[src/rtl/core/channel_gain_average_inverse_assert.svh]
// ---------------------------------------------------------------------------
// Assertion macros for the channel gain average and inverse block
// ---------------------------------------------------------------------------
`ifndef CHANNEL_GAIN_AVERAGE_INVERSE_ASSERT_SVH
`define CHANNEL_GAIN_AVERAGE_INVERSE_ASSERT_SVH

// condition holds at every edge out of reset
`define CGAI_ASSERT_ALWAYS(lbl, cond, msg) \
  lbl: assert property (@(posedge clk) disable iff (rst) (cond)) else $error(msg);

// consequence holds in the same cycle as the antecedent
`define CGAI_ASSERT_IMPL(lbl, ante, cons, msg) \
  lbl: assert property (@(posedge clk) disable iff (rst) (ante) |-> (cons)) else $error(msg);

`endif

[src/rtl/core/cgai_pkg.sv]
// ---------------------------------------------------------------------------
// cgai_pkg
// Shared types, constants and step functions of the channel gain inverse.
// ---------------------------------------------------------------------------
package cgai_pkg;

  // scale numerators over two: 1.5 and 1.0
  localparam logic [1:0] NUM_MAGNIFY = 2'd3;
  localparam logic [1:0] NUM_UNITY   = 2'd2;

  localparam int DIV_STEPS       = 18;
  localparam int STEPS_PER_STAGE = 2;
  localparam int DIV_STAGES      = DIV_STEPS / STEPS_PER_STAGE;

  // exponent of the quotient before the final one or two bit shift
  localparam logic [5:0] EXP_BASE = 6'd48;

  typedef struct packed {
    logic signed [15:0] avg_re;
    logic signed [15:0] avg_im;
    logic [31:0]        energy;
    logic               magnify;
    logic               last;
  } cgai_side_t;

  typedef struct packed {
    logic [31:0] dn;   // normalised divisor, msb set
    logic [31:0] rem;  // partial remainder, always below dn
    logic [17:0] quo;
    logic [4:0]  lz;   // leading zeros of the divisor
  } cgai_div_t;

  function automatic logic [4:0] lzc32(logic [31:0] v);
    logic [4:0] n;
    n = 5'd0;
    for (int i = 0; i < 32; i++) begin
      if (v[i]) n = 5'(31 - i);
    end
    return n;
  endfunction

  // one restoring division step, a zero shifted into the remainder
  function automatic cgai_div_t div_step(cgai_div_t d);
    cgai_div_t  o;
    logic [32:0] r2;
    logic        qbit;
    o    = d;
    r2   = {d.rem, 1'b0};
    qbit = 1'b0;
    if (r2 >= {1'b0, d.dn}) begin
      r2   = r2 - {1'b0, d.dn};
      qbit = 1'b1;
    end
    o.rem = r2[31:0];
    o.quo = {d.quo[16:0], qbit};
    return o;
  endfunction

endpackage

[src/rtl/core/cgai_front.sv]
// ---------------------------------------------------------------------------
// cgai_front
// Rounded average of the two gains, squares and energy over three stages.
// ---------------------------------------------------------------------------
module cgai_front import cgai_pkg::*; (
  input  logic               clk,
  input  logic               rst,
  input  logic               en,
  input  logic               in_valid,
  input  logic signed [15:0] first_re,
  input  logic signed [15:0] first_im,
  input  logic signed [15:0] second_re,
  input  logic signed [15:0] second_im,
  input  logic               last_in,
  input  logic               magnify,
  output logic               f_valid,
  output cgai_side_t         f_side
);

  logic        v1, v2;
  cgai_side_t  s1, s2;
  logic [30:0] sq_re, sq_im;
  logic [16:0] sum_re, sum_im;
  logic signed [31:0] p_re, p_im;

  // (a + b + 1) >> 1, floor taken by dropping the lsb
  assign sum_re = {first_re[15], first_re} + {second_re[15], second_re} + 17'd1;
  assign sum_im = {first_im[15], first_im} + {second_im[15], second_im} + 17'd1;

  assign p_re = s1.avg_re * s1.avg_re;
  assign p_im = s1.avg_im * s1.avg_im;

  always_ff @(posedge clk) begin
    if (rst) begin
      v1      <= 1'b0;
      v2      <= 1'b0;
      f_valid <= 1'b0;
    end else if (en) begin
      v1      <= in_valid;
      v2      <= v1;
      f_valid <= v2;
    end
  end

  always_ff @(posedge clk) begin
    if (en) begin
      s1.avg_re  <= sum_re[16:1];
      s1.avg_im  <= sum_im[16:1];
      s1.energy  <= 32'd0;
      s1.magnify <= magnify;
      s1.last    <= last_in;

      s2    <= s1;
      sq_re <= p_re[30:0];
      sq_im <= p_im[30:0];

      f_side.avg_re  <= s2.avg_re;
      f_side.avg_im  <= s2.avg_im;
      f_side.energy  <= {1'b0, sq_re} + {1'b0, sq_im};
      f_side.magnify <= s2.magnify;
      f_side.last    <= s2.last;
    end
  end

endmodule

[config.mk]
export PLATFORM = sky130hd
export DESIGN_NAME = cgai_front
export DESIGN_NICKNAME = d
export VERILOG_FILES = /design/src/rtl/core/channel_gain_average_inverse_assert.svh /design/src/rtl/core/cgai_pkg.sv /design/src/rtl/core/cgai_front.sv
export SDC_FILE = /design/constraint.sdc
export NUM_CORES = 1
export LEC_CHECK = 0
export BUFFER_PORTS_ARGS = -buffer_cell sky130_fd_sc_hd__buf_4
export CORE_ASPECT_RATIO = 0.7
export CORE_MARGIN = 4
export CORE_UTILIZATION = 64
export CTS_BUF_LIST = sky130_fd_sc_hd__clkbuf_16
export CTS_CLUSTER_SIZE = 25
export DETAILED_ROUTE_END_ITERATION = 6
export HOLD_SLACK_MARGIN = 0.08
export PLACE_DENSITY = 0.93
export SYNTH_ARGS = -nofsm -noshare
export SYNTH_HDL_FRONTEND = slang
export SYNTH_SLANG_ARGS = --single-unit
[constraint.sdc]
create_clock -name clk -period 9.1 [get_ports clk]
set_input_delay 1.82 -clock clk [delete_from_list [all_inputs] [get_ports clk]]
set_output_delay 1.82 -clock clk [all_outputs]
set_load 0.1 [all_outputs]
==> impl_metrics.toml <==
[timing]
period_needed_ns = 7.394
worst_pin_slew_ns = 1.086
slew_viol_final = 0
setup_tns_ns = 0
rsz0062_at_grt = "no"
hold_viol_final = 0
layout_setup_ws_ns = 1.706
worst_hold_slack_ns = 0.4242
finClkSkew_ns = 0.01725
setup_viol = 0
finalCritPeriodShare = 0.8126
fmax_ghz = 0.1352
maxSlewHeadroom = 0.2763

[yosys]
synth_edf_count = 192
ys_ff_latch = 195
synthArstFlopShare = 0
yosysTopAreaCellShare = 0.3601
syn_area_um2 = 25570
avgSynthCellArea_um2 = 10.48
ys_seq_area_frac = 0.2278
synthesis.nets = 3200
ys_top_cells_by_area = "fa_1, edfxtp_1, ha_1"
ys.flop_type = "edfxtp_1"
yosysTopAreaCell = "fa_1"
synth_cell_types = 61
yosys_warnings = 0
synthCells = 2440

[cells_and_area]
layout-drive-gt1-share = 0.07608
seq_area_um2 = 5826
n_antenna_cell = 0
multi_input_area_um2 = 17050
area_growth_pct = 8.559
n_fill_cell = 2478
fin_area_um2 = 27760
nets = 3310

[global_routing]
grt_pass1_vias = 20090
antenna_found_initial = 2
track_usage = 0.2839
grt_pass1_wl_mm = 97.30
grt_max_degree = 131
grt_overflow_total = 0

[clock_network]
clockBufferDepth = 2
numClockSinks = 195
cts_root_buf = "clkbuf_16"
numCtsBuffers = 17
ctsHoldBuffers = 0
clk_latency_ns = 0.47
clk_pin_slew_worst_paths_ns = 0.09
cts_tree = "yes"
cts_setup_buffers = 0
cts.htree.levels = 4
post_cts_resized = 0

[route]
drt_iter0_markers = 1645
wl_mm = 57.93
postRouteAntennaNets = 0
drt_pass1_iterations = 6
drc_errors = 0
via_per_inst = 5.735
wire_per_inst_um = 18.75
via_count = 17720

[worst_setup_path]
path_cells = "nand2_1, fa_1, inv_1, ha_1, a21oi_1, fa_1, fa_1, inv_1, fa_1, fa_1, ha_1, a211o_1, a21oi_1, o21ai_0, o31ai_1, a211oi_1, o41ai_1, o21ai_0, xor2_1"
path_buf_inv = 2
cpMostUsedCell = "fa_1"
end_kind = "flip-flop"
cp-start-kind = "flip-flop"
required_ns = 9.32
worst-path-max-fanout = 20
crit_family = "adder cells"
arrival_ns = 7.61
critPathMaxStageDelay_ns = 0.83
crit_type = "reg2reg"
slowest_stage = "edfxtp_1"

[hold_path]
hold_class = "reg2reg"

[floorplanning]
row_count = 60
num_io_pins = 137
die_h_um = 175.2
core_um2 = 38960
die_area_um2 = 43270
die_w_um = 246.9
initial_core_util = 0.6563

[flow_run]
maxCapViolations = 0

[placement]
io_buffers = 136
dpl_cell_area_um2 = 27100
place.gp.congestion = 0.9651
post-place-ws_ns = 1.950
dpl.hpwl_mm = 46.09

[outcome]
status = "finished, final reports clean"
[logic make-up after synthesis]
family	count (synthesis)	share of synthesized area
xor gates and xnor gates	135	0.04624
and+or+nand+nor	449	0.08138
AOI/OAI and AO/OA	248	0.06440
DFF	195	0.2278
adders and majority gates	690	0.4727
muxes	5	0.002055
buffers and inverters	718	0.1054
[cells in the final DEF, fill, tap and decap left out, types with 44 or more instances in the layout]
| cell type | count |
|---|---|
| a21o_1 | 44 |
| a21oi_1 | 77 |
| and2_1 | 67 |
| buf_4 | 138 |
| edfxtp_1 | 192 |
| fa_1 | 460 |
| ha_1 | 230 |
| inv_1 | 665 |
| nand2_1 | 178 |
| nor2_1 | 103 |
| xnor2_1 | 105 |
[metrics by stage]
step | std cells | utilization
final | 3090 | 0.7124
after global routing | 3090 | 0.7124
after CTS | 3090 | 0.7124
after detailed placement | 3058 | 0.6955
after global placement | 3058 | 0.6955
after floorplan | 2440 | -
[sequential cells by signal (all words and copies together), names as in the netlist]
name / count
f_side: 66
s2: 34
v1: 1
v2: 1
sq_re: 29
f_valid: 1
sq_im: 29
s1: 34
[synthesized netlist by cell type, types with 3 or more instances]
cell / count
nand4_1: 3
edfxtp_1: 192
o21ai_1: 3
a211o_1: 4
or2_2: 8
and3_1: 11
nand3_1: 18
nand2_1: 178
o21a_1: 15
a31o_2: 8
nor3_1: 14
nor2b_1: 15
buf_1: 3
ha_1: 230
a21oi_1: 77
nor3b_1: 3
a21o_1: 44
inv_1: 665
a31oi_1: 7
nand2b_1: 12
o21bai_1: 12
fa_1: 460
xor2_1: 30
nor4_1: 3
or3_1: 9
and2_1: 67
o31ai_1: 6
dfxtp_1: 3
o21ai_0: 33
clkinv_1: 4
xnor2_1: 105
clkbuf_1: 45
a211oi_1: 13
mux2i_1: 3
nor2_1: 103
[final cells by class]
type / count / area share
tap: 527 / 0.02375
clock inverter: 15 / 0.008429
sequential: 195 / 0.2099
multi-input combinational: 1527 / 0.6142
timing repair buffer: 139 / 0.03782
clock buffer: 17 / 0.01533
inverter: 670 / 0.09060
[worst reg2reg max path, stage by stage (launching register included)]
cell and delay (ns):
edfxtp_1 0.83, nand2_1 0.19, fa_1 0.55, inv_1 0.07, ha_1 0.19, a21oi_1 0.37, fa_1 0.53, fa_1 0.55
inv_1 0.05, fa_1 0.49, fa_1 0.42, ha_1 0.36, a211o_1 0.30, a21oi_1 0.30, o21ai_0 0.15, o31ai_1 0.55
a211oi_1 0.24, o41ai_1 0.63, o21ai_0 0.21, xor2_1 0.18
[per-layer routing]
metal  up-vias  GRT usage  wire length, µm
met5         -          0               27
met4         4    0.09969             2029
met3       180    0.06473             5250
met2       898     0.4837            29240
met1      8929     0.3597            21380
li1       7711          -                -
[final timing paths]
path              startpoint         end  slack (ns)  depth (start not counted)
setup / recovery      s1[52]   sq_re[29]        1.71                         19
hold / removal        s2[35]  f_side[35]        0.42                          0
setup reg to reg      s1[52]   sq_re[29]        1.71                         19
hold reg to reg       s2[35]  f_side[35]        0.42                          0
Power is left out: the tool's default activity adds up to more than one toggle a clock period on the data nets, which glitch-free logic cannot reach.
