===== src/rtl/core/channel_gain_average_inverse_assert.svh =====
// ---------------------------------------------------------------------------
// Assertion macros for the channel gain average and inverse block
// ---------------------------------------------------------------------------
`ifndef CHANNEL_GAIN_AVERAGE_INVERSE_ASSERT_SVH
`define CHANNEL_GAIN_AVERAGE_INVERSE_ASSERT_SVH

// condition holds at every edge out of reset
`define CGAI_ASSERT_ALWAYS(lbl, cond, msg) \
  lbl: assert property (@(posedge clk) disable iff (rst) (cond)) else $error(msg);

// consequence holds in the same cycle as the antecedent
`define CGAI_ASSERT_IMPL(lbl, ante, cons, msg) \
  lbl: assert property (@(posedge clk) disable iff (rst) (ante) |-> (cons)) else $error(msg);

`endif


===== src/rtl/core/cgai_pkg.sv =====
// ---------------------------------------------------------------------------
// cgai_pkg
// Shared types, constants and step functions of the channel gain inverse.
// ---------------------------------------------------------------------------
package cgai_pkg;

  // scale numerators over two: 1.5 and 1.0
  localparam logic [1:0] NUM_MAGNIFY = 2'd3;
  localparam logic [1:0] NUM_UNITY   = 2'd2;

  localparam int DIV_STEPS       = 18;
  localparam int STEPS_PER_STAGE = 2;
  localparam int DIV_STAGES      = DIV_STEPS / STEPS_PER_STAGE;

  // exponent of the quotient before the final one or two bit shift
  localparam logic [5:0] EXP_BASE = 6'd48;

  typedef struct packed {
    logic signed [15:0] avg_re;
    logic signed [15:0] avg_im;
    logic [31:0]        energy;
    logic               magnify;
    logic               last;
  } cgai_side_t;

  typedef struct packed {
    logic [31:0] dn;   // normalised divisor, msb set
    logic [31:0] rem;  // partial remainder, always below dn
    logic [17:0] quo;
    logic [4:0]  lz;   // leading zeros of the divisor
  } cgai_div_t;

  function automatic logic [4:0] lzc32(logic [31:0] v);
    logic [4:0] n;
    n = 5'd0;
    for (int i = 0; i < 32; i++) begin
      if (v[i]) n = 5'(31 - i);
    end
    return n;
  endfunction

  // one restoring division step, a zero shifted into the remainder
  function automatic cgai_div_t div_step(cgai_div_t d);
    cgai_div_t  o;
    logic [32:0] r2;
    logic        qbit;
    o    = d;
    r2   = {d.rem, 1'b0};
    qbit = 1'b0;
    if (r2 >= {1'b0, d.dn}) begin
      r2   = r2 - {1'b0, d.dn};
      qbit = 1'b1;
    end
    o.rem = r2[31:0];
    o.quo = {d.quo[16:0], qbit};
    return o;
  endfunction

endpackage


===== src/rtl/core/cgai_div.sv =====
// ---------------------------------------------------------------------------
// cgai_div
// Pipelined restoring divider, two quotient bits per stage.
// ---------------------------------------------------------------------------
module cgai_div import cgai_pkg::*; (
  input  logic       clk,
  input  logic       rst,
  input  logic       en,
  input  logic       n_valid,
  input  cgai_side_t n_side,
  input  cgai_div_t  n_div,
  output logic       d_valid,
  output cgai_side_t d_side,
  output cgai_div_t  d_div
);

  logic       valid [DIV_STAGES];
  cgai_side_t side  [DIV_STAGES];
  cgai_div_t  lane  [DIV_STAGES];

  for (genvar k = 0; k < DIV_STAGES; k++) begin : g_stage
    logic       v_in;
    cgai_side_t s_in;
    cgai_div_t  l_in;
    cgai_div_t  l_out;

    if (k == 0) begin : g_head
      assign v_in = n_valid;
      assign s_in = n_side;
      assign l_in = n_div;
    end else begin : g_body
      assign v_in = valid[k-1];
      assign s_in = side[k-1];
      assign l_in = lane[k-1];
    end

    always_comb begin
      l_out = l_in;
      for (int j = 0; j < STEPS_PER_STAGE; j++) begin
        l_out = div_step(l_out);
      end
    end

    always_ff @(posedge clk) begin
      if (rst) begin
        valid[k] <= 1'b0;
      end else if (en) begin
        valid[k] <= v_in;
      end
    end

    always_ff @(posedge clk) begin
      if (en) begin
        side[k] <= s_in;
        lane[k] <= l_out;
      end
    end
  end

  assign d_valid = valid[DIV_STAGES-1];
  assign d_side  = side[DIV_STAGES-1];
  assign d_div   = lane[DIV_STAGES-1];

endmodule


===== config.mk =====
export PLATFORM = sky130hd
export DESIGN_NAME = cgai_div
export DESIGN_NICKNAME = d
export VERILOG_FILES = /design/src/rtl/core/channel_gain_average_inverse_assert.svh /design/src/rtl/core/cgai_pkg.sv /design/src/rtl/core/cgai_div.sv
export SDC_FILE = /design/constraint.sdc
export NUM_CORES = 2
export LEC_CHECK = 0
export BUFFER_PORTS_ARGS = -buffer_cell sky130_fd_sc_hd__buf_2
export CAP_MARGIN = 20
export CORE_AREA = 2 2 419 421
export CTS_CLUSTER_DIAMETER = 80
export DETAILED_ROUTE_END_ITERATION = 6
export DIE_AREA = 0 0 421 423
export GPL_TIMING_DRIVEN = 1
export PLACE_DENSITY = 0.7
export SETUP_SLACK_MARGIN = 0.5
export SYNTH_ARGS = -nofsm -noshare
export SYNTH_HDL_FRONTEND = slang
export SYNTH_SLANG_ARGS = --single-unit

===== constraint.sdc =====
create_clock -name clk -period 6.5 [get_ports clk]
set_input_delay 1.3 -clock clk [delete_from_list [all_inputs] [get_ports clk]]
set_output_delay 1.3 -clock clk [all_outputs]
set_load 0.01 [all_outputs]

==> summary.txt <==
Logic synthesis
  – Synth top area share: 53.1%
  – Mean instance size in the synthesized netlist: 11.7 um^2
  – Top_reg_cell synth: sky130_fd_sc_hd__edfxtp_1
  – Total number of yosys warnings: 0
  – Cell Area, Synth: 74,300 um^2
  – Net Count, Synth: 7,081
  – Cell type contributing the most total cell area after synthesis: sky130_fd_sc_hd__edfxtp_1
  – Proportion of synthesized chip area in sequential cells: 53.1%
  – Main area contributors after synthesis: sky130_fd_sc_hd__edfxtp_1 (53%), sky130_fd_sc_hd__ha_1 (9.5%), sky130_fd_sc_hd__mux2_2 (4.3%)
  – Post-Synthesis Cells: 6,348
  – Number of different library cells in the post-synthesis netlist: 90
  – Flip-flop and latch count after synthesis: 1,314
  – Count of flip-flops with a built-in enable after synthesis: 1,314
  – Share of synthesized flip-flops with an asynchronous set or reset: 0%

GRT
  – Via count of the first global-routing pass: 55,500
  – Maximum number of pins on one net before global-route repair: 146
  – Total congestion overflow after global routing: 0
  – Overall global routing resource usage: 20.9%
  – Number of antenna violations at the first check in global routing: 0
  – Global-route wire length before repair: 296 mm

Routing
  – ANT nets after route: 0
  – DRT iter0 DRCs: 2,944
  – Routed len/inst: 19.0 um
  – Total iterations of the first detailed-routing run: 6
  – Via Count: 55,100
  – Wire length after detailed routing: 197 mm
  – Vias per inst: 5.33
  – Remaining design rule violation count: 0

Finish
  – Fraction of final layout cells sized beyond drive strength 1: 31.9%
  – Total Nets Final: 8,634
  – Area Growth Syn to Fin: 30.8%
  – Utilization after layout: 56.1%
  – Antenna diode instance count: 0
  – Filler instances: 14,200
  – Final Cell Area: 97,200 um^2

Timing
  – Number of failing hold endpoints at the final stage: 0
  – Count of final max-slew check failures: 0
  – Actual transition at the worst max-transition pin: 1.00 ns
  – Maximum clock frequency: 149 MHz
  – Total Neg Setup Slack: -5.93 ns
  – Final period util: 103%
  – Final setup fails: 33
  – Final clock skew: 0.0439 ns
  – RSZ-0062 raised after global routing: yes
  – Final WS setup: -0.221 ns
  – Relative slew slack: 33.0%
  – Time the final worst path needs with I/O delays and setup: 6.72 ns

CTS
  – Maximum level of the CTS H-tree: 4
  – Quantity of hold-fixing buffers added after cts: 0
  – Num CTS Buffers: 151
  – Root buf cell: sky130_fd_sc_hd__clkbuf_16
  – Total number of clock tree sinks: 1,314
  – Clock buffer depth: 3
  – Clk Latency, worst-skew pair: 0.82 ns
  – Worst-path clk slew: 0.06 ns
  – TritonCTS clock tree: yes

Run status
  – Violated checks: setup timing
  – Status: complete, but fails checks

Floorplan
  – # rows: 153
  – Vert. Die Dim: 423 um
  – Std-Cell Core Area: 173,000 um^2
  – Initial Util: 42.9%
  – Top-level port count: 311
  – Die Area: 178,000 um^2
  – Chip Width: 421 um

Worst setup path
  – Path type of the worst setup path: flip-flop to flip-flop
  – Data arrival, critical path: 7.28 ns
  – Element type at the critical path end: flip-flop
  – Slowest-stage cell, CP: sky130_fd_sc_hd__a221o_1
  – Depth of the worst register-to-register path: 28
  – Critical Path Max Stage Delay: 0.41 ns
  – Required time of the critical path: 7.06 ns
  – Most used cell along the critical path: sky130_fd_sc_hd__buf_12
  – Type of element launching the critical path: flip-flop
  – Largest driver fanout on the critical path: 8

Placement
  – Setup Slack @ Placement: -0.731 ns
  – Number of I/O port buffers: 292
  – Final Wtd Congestion: 0.976
  – Instance area at placement: 86,300 um^2
  – Final HPWL DP: 143 mm

Worst hold path
  – Hold Path Depth: 0
  – Hold Path Class: flip-flop to flip-flop

Flow run
  – Max-cap viol count: 0
logic make-up after synthesis:
| family | synth area share [%] |
|---|---|
| XOR/XNOR | 5.68 |
| AND/OR/NAND/NOR | 8.76 |
| flip-flops | 53.1 |
| buffers and inverters | 2.78 |
| multiplexers | 4.84 |
| AO/OA/AOI/OAI | 15.1 |
| adder cells (fa/ha/maj) | 9.79 |
cell usage after synthesis, types with 23 or more instances:
| library cell | instances |
|---|---|
| sky130_fd_sc_hd__and3_1 | 45 |
| sky130_fd_sc_hd__a211oi_1 | 46 |
| sky130_fd_sc_hd__inv_1 | 423 |
| sky130_fd_sc_hd__nand2_1 | 417 |
| sky130_fd_sc_hd__o21a_1 | 83 |
| sky130_fd_sc_hd__and2_1 | 38 |
| sky130_fd_sc_hd__or2_2 | 25 |
| sky130_fd_sc_hd__nand3_1 | 125 |
| sky130_fd_sc_hd__nor2_1 | 328 |
| sky130_fd_sc_hd__nand2b_1 | 73 |
| sky130_fd_sc_hd__edfxtp_1 | 1314 |
| sky130_fd_sc_hd__xor2_1 | 149 |
| sky130_fd_sc_hd__a31oi_1 | 49 |
| sky130_fd_sc_hd__o21ai_0 | 382 |
| sky130_fd_sc_hd__o21bai_1 | 80 |
| sky130_fd_sc_hd__mux2_2 | 287 |
| sky130_fd_sc_hd__ha_1 | 567 |
| sky130_fd_sc_hd__nor2b_1 | 59 |
| sky130_fd_sc_hd__o211ai_1 | 24 |
| sky130_fd_sc_hd__a21oi_1 | 523 |
| sky130_fd_sc_hd__nand4_1 | 63 |
| sky130_fd_sc_hd__nor4_1 | 26 |
| sky130_fd_sc_hd__a211o_1 | 23 |
| sky130_fd_sc_hd__o31ai_1 | 41 |
| sky130_fd_sc_hd__xnor2_1 | 333 |
| sky130_fd_sc_hd__a21o_1 | 286 |
| sky130_fd_sc_hd__clkbuf_1 | 82 |
| sky130_fd_sc_hd__nor3_1 | 99 |
worst paths after layout:
path	start	end	slack [ns]
max	lane[0][239]	lane[0][309]	-0.22
min reg2reg	lane[0][357]	lane[0][446]	0.41
max reg2reg	lane[0][239]	lane[0][309]	-0.22
min	lane[0][357]	lane[0][446]	0.41
metal layers:
metal  share of wire, %  track usage [%]  vias to the layer above  routed length, um
met4                7.7             13.9                        0              15200
met2                 51             38.1                     1290             101000
li1                   -                -                    27000                  -
met3                3.2             2.97                      551               6330
met5                  0                0                        -                  0
met1                 38             22.6                    26300              74700
per-stage QoR:
step	std cells	hold slack, ns
5_1_grt	10300	0.417
3_5_place_dp	9791	0.405
6_report	10300	0.407
3_3_place_gp	9791	0.400
4_1_cts	10200	0.405
2_1_floorplan	6348	0.400
state kept, by name (all words and copies together), names as in the netlist:
name   flops
side     594
lane     711
valid      9
area by class of cell:
type                    count  area, um^2  share of cell area [%]
clock buffers             184        3920                    4.04
clock inverters            85         890                   0.915
multi-input cells        4501       36600                    37.6
flip-flops and latches   1314       39500                    40.6
inverters                 427        1630                    1.68
repair buffers           1506       11800                    12.1
well taps                2325        2910                    2.99
layout by cell type (no fill, tap or decap), types with 32 or more instances in the layout:
cell,synthesis,final
sky130_fd_sc_hd__and3_1,45,40
sky130_fd_sc_hd__nand2b_1,73,72
sky130_fd_sc_hd__o21a_1,83,82
sky130_fd_sc_hd__nor2b_1,59,51
sky130_fd_sc_hd__mux2_4,0,134
sky130_fd_sc_hd__nand2_1,417,394
sky130_fd_sc_hd__buf_4,1,1088
sky130_fd_sc_hd__o21ai_0,382,278
sky130_fd_sc_hd__mux2_2,287,174
sky130_fd_sc_hd__nand3_1,125,114
sky130_fd_sc_hd__a21oi_2,1,65
sky130_fd_sc_hd__edfxtp_1,1314,1314
sky130_fd_sc_hd__and2_1,38,35
sky130_fd_sc_hd__a21oi_1,523,439
sky130_fd_sc_hd__a21o_1,286,286
sky130_fd_sc_hd__a31oi_1,49,41
sky130_fd_sc_hd__nor3_1,99,82
sky130_fd_sc_hd__nor2_1,328,305
sky130_fd_sc_hd__a211oi_1,46,35
sky130_fd_sc_hd__ha_4,0,66
sky130_fd_sc_hd__buf_6,3,48
sky130_fd_sc_hd__clkbuf_16,0,162
sky130_fd_sc_hd__clkbuf_1,82,32
sky130_fd_sc_hd__xor2_1,149,148
sky130_fd_sc_hd__buf_2,21,291
sky130_fd_sc_hd__ha_1,567,489
sky130_fd_sc_hd__nand4_1,63,63
sky130_fd_sc_hd__o21bai_1,80,78
sky130_fd_sc_hd__o21ai_2,1,64
sky130_fd_sc_hd__xnor2_1,333,332
sky130_fd_sc_hd__inv_1,423,392
sky130_fd_sc_hd__buf_12,0,39
worst max-delay path, delay by kind of cell (launching register included):
family / cells / cell delay, ns
compound gates: 16 / 3.65
fa+ha+maj: 2 / 0.46
buf+inv: 7 / 1.01
flops: 1 / 0.40
mux: 2 / 0.62
simple gates: 1 / 0.28
timing repair:
action                                  in CTS  in global routing
endpoints found under the setup margin     292                282
cloned                                      18                 13
setup buffers                              147                104
pin swaps                                  123                217
gates resized for setup                    375                445
Power is not shown: default switching activity piles up to over one toggle a cycle in this logic, so the estimate is an artifact.
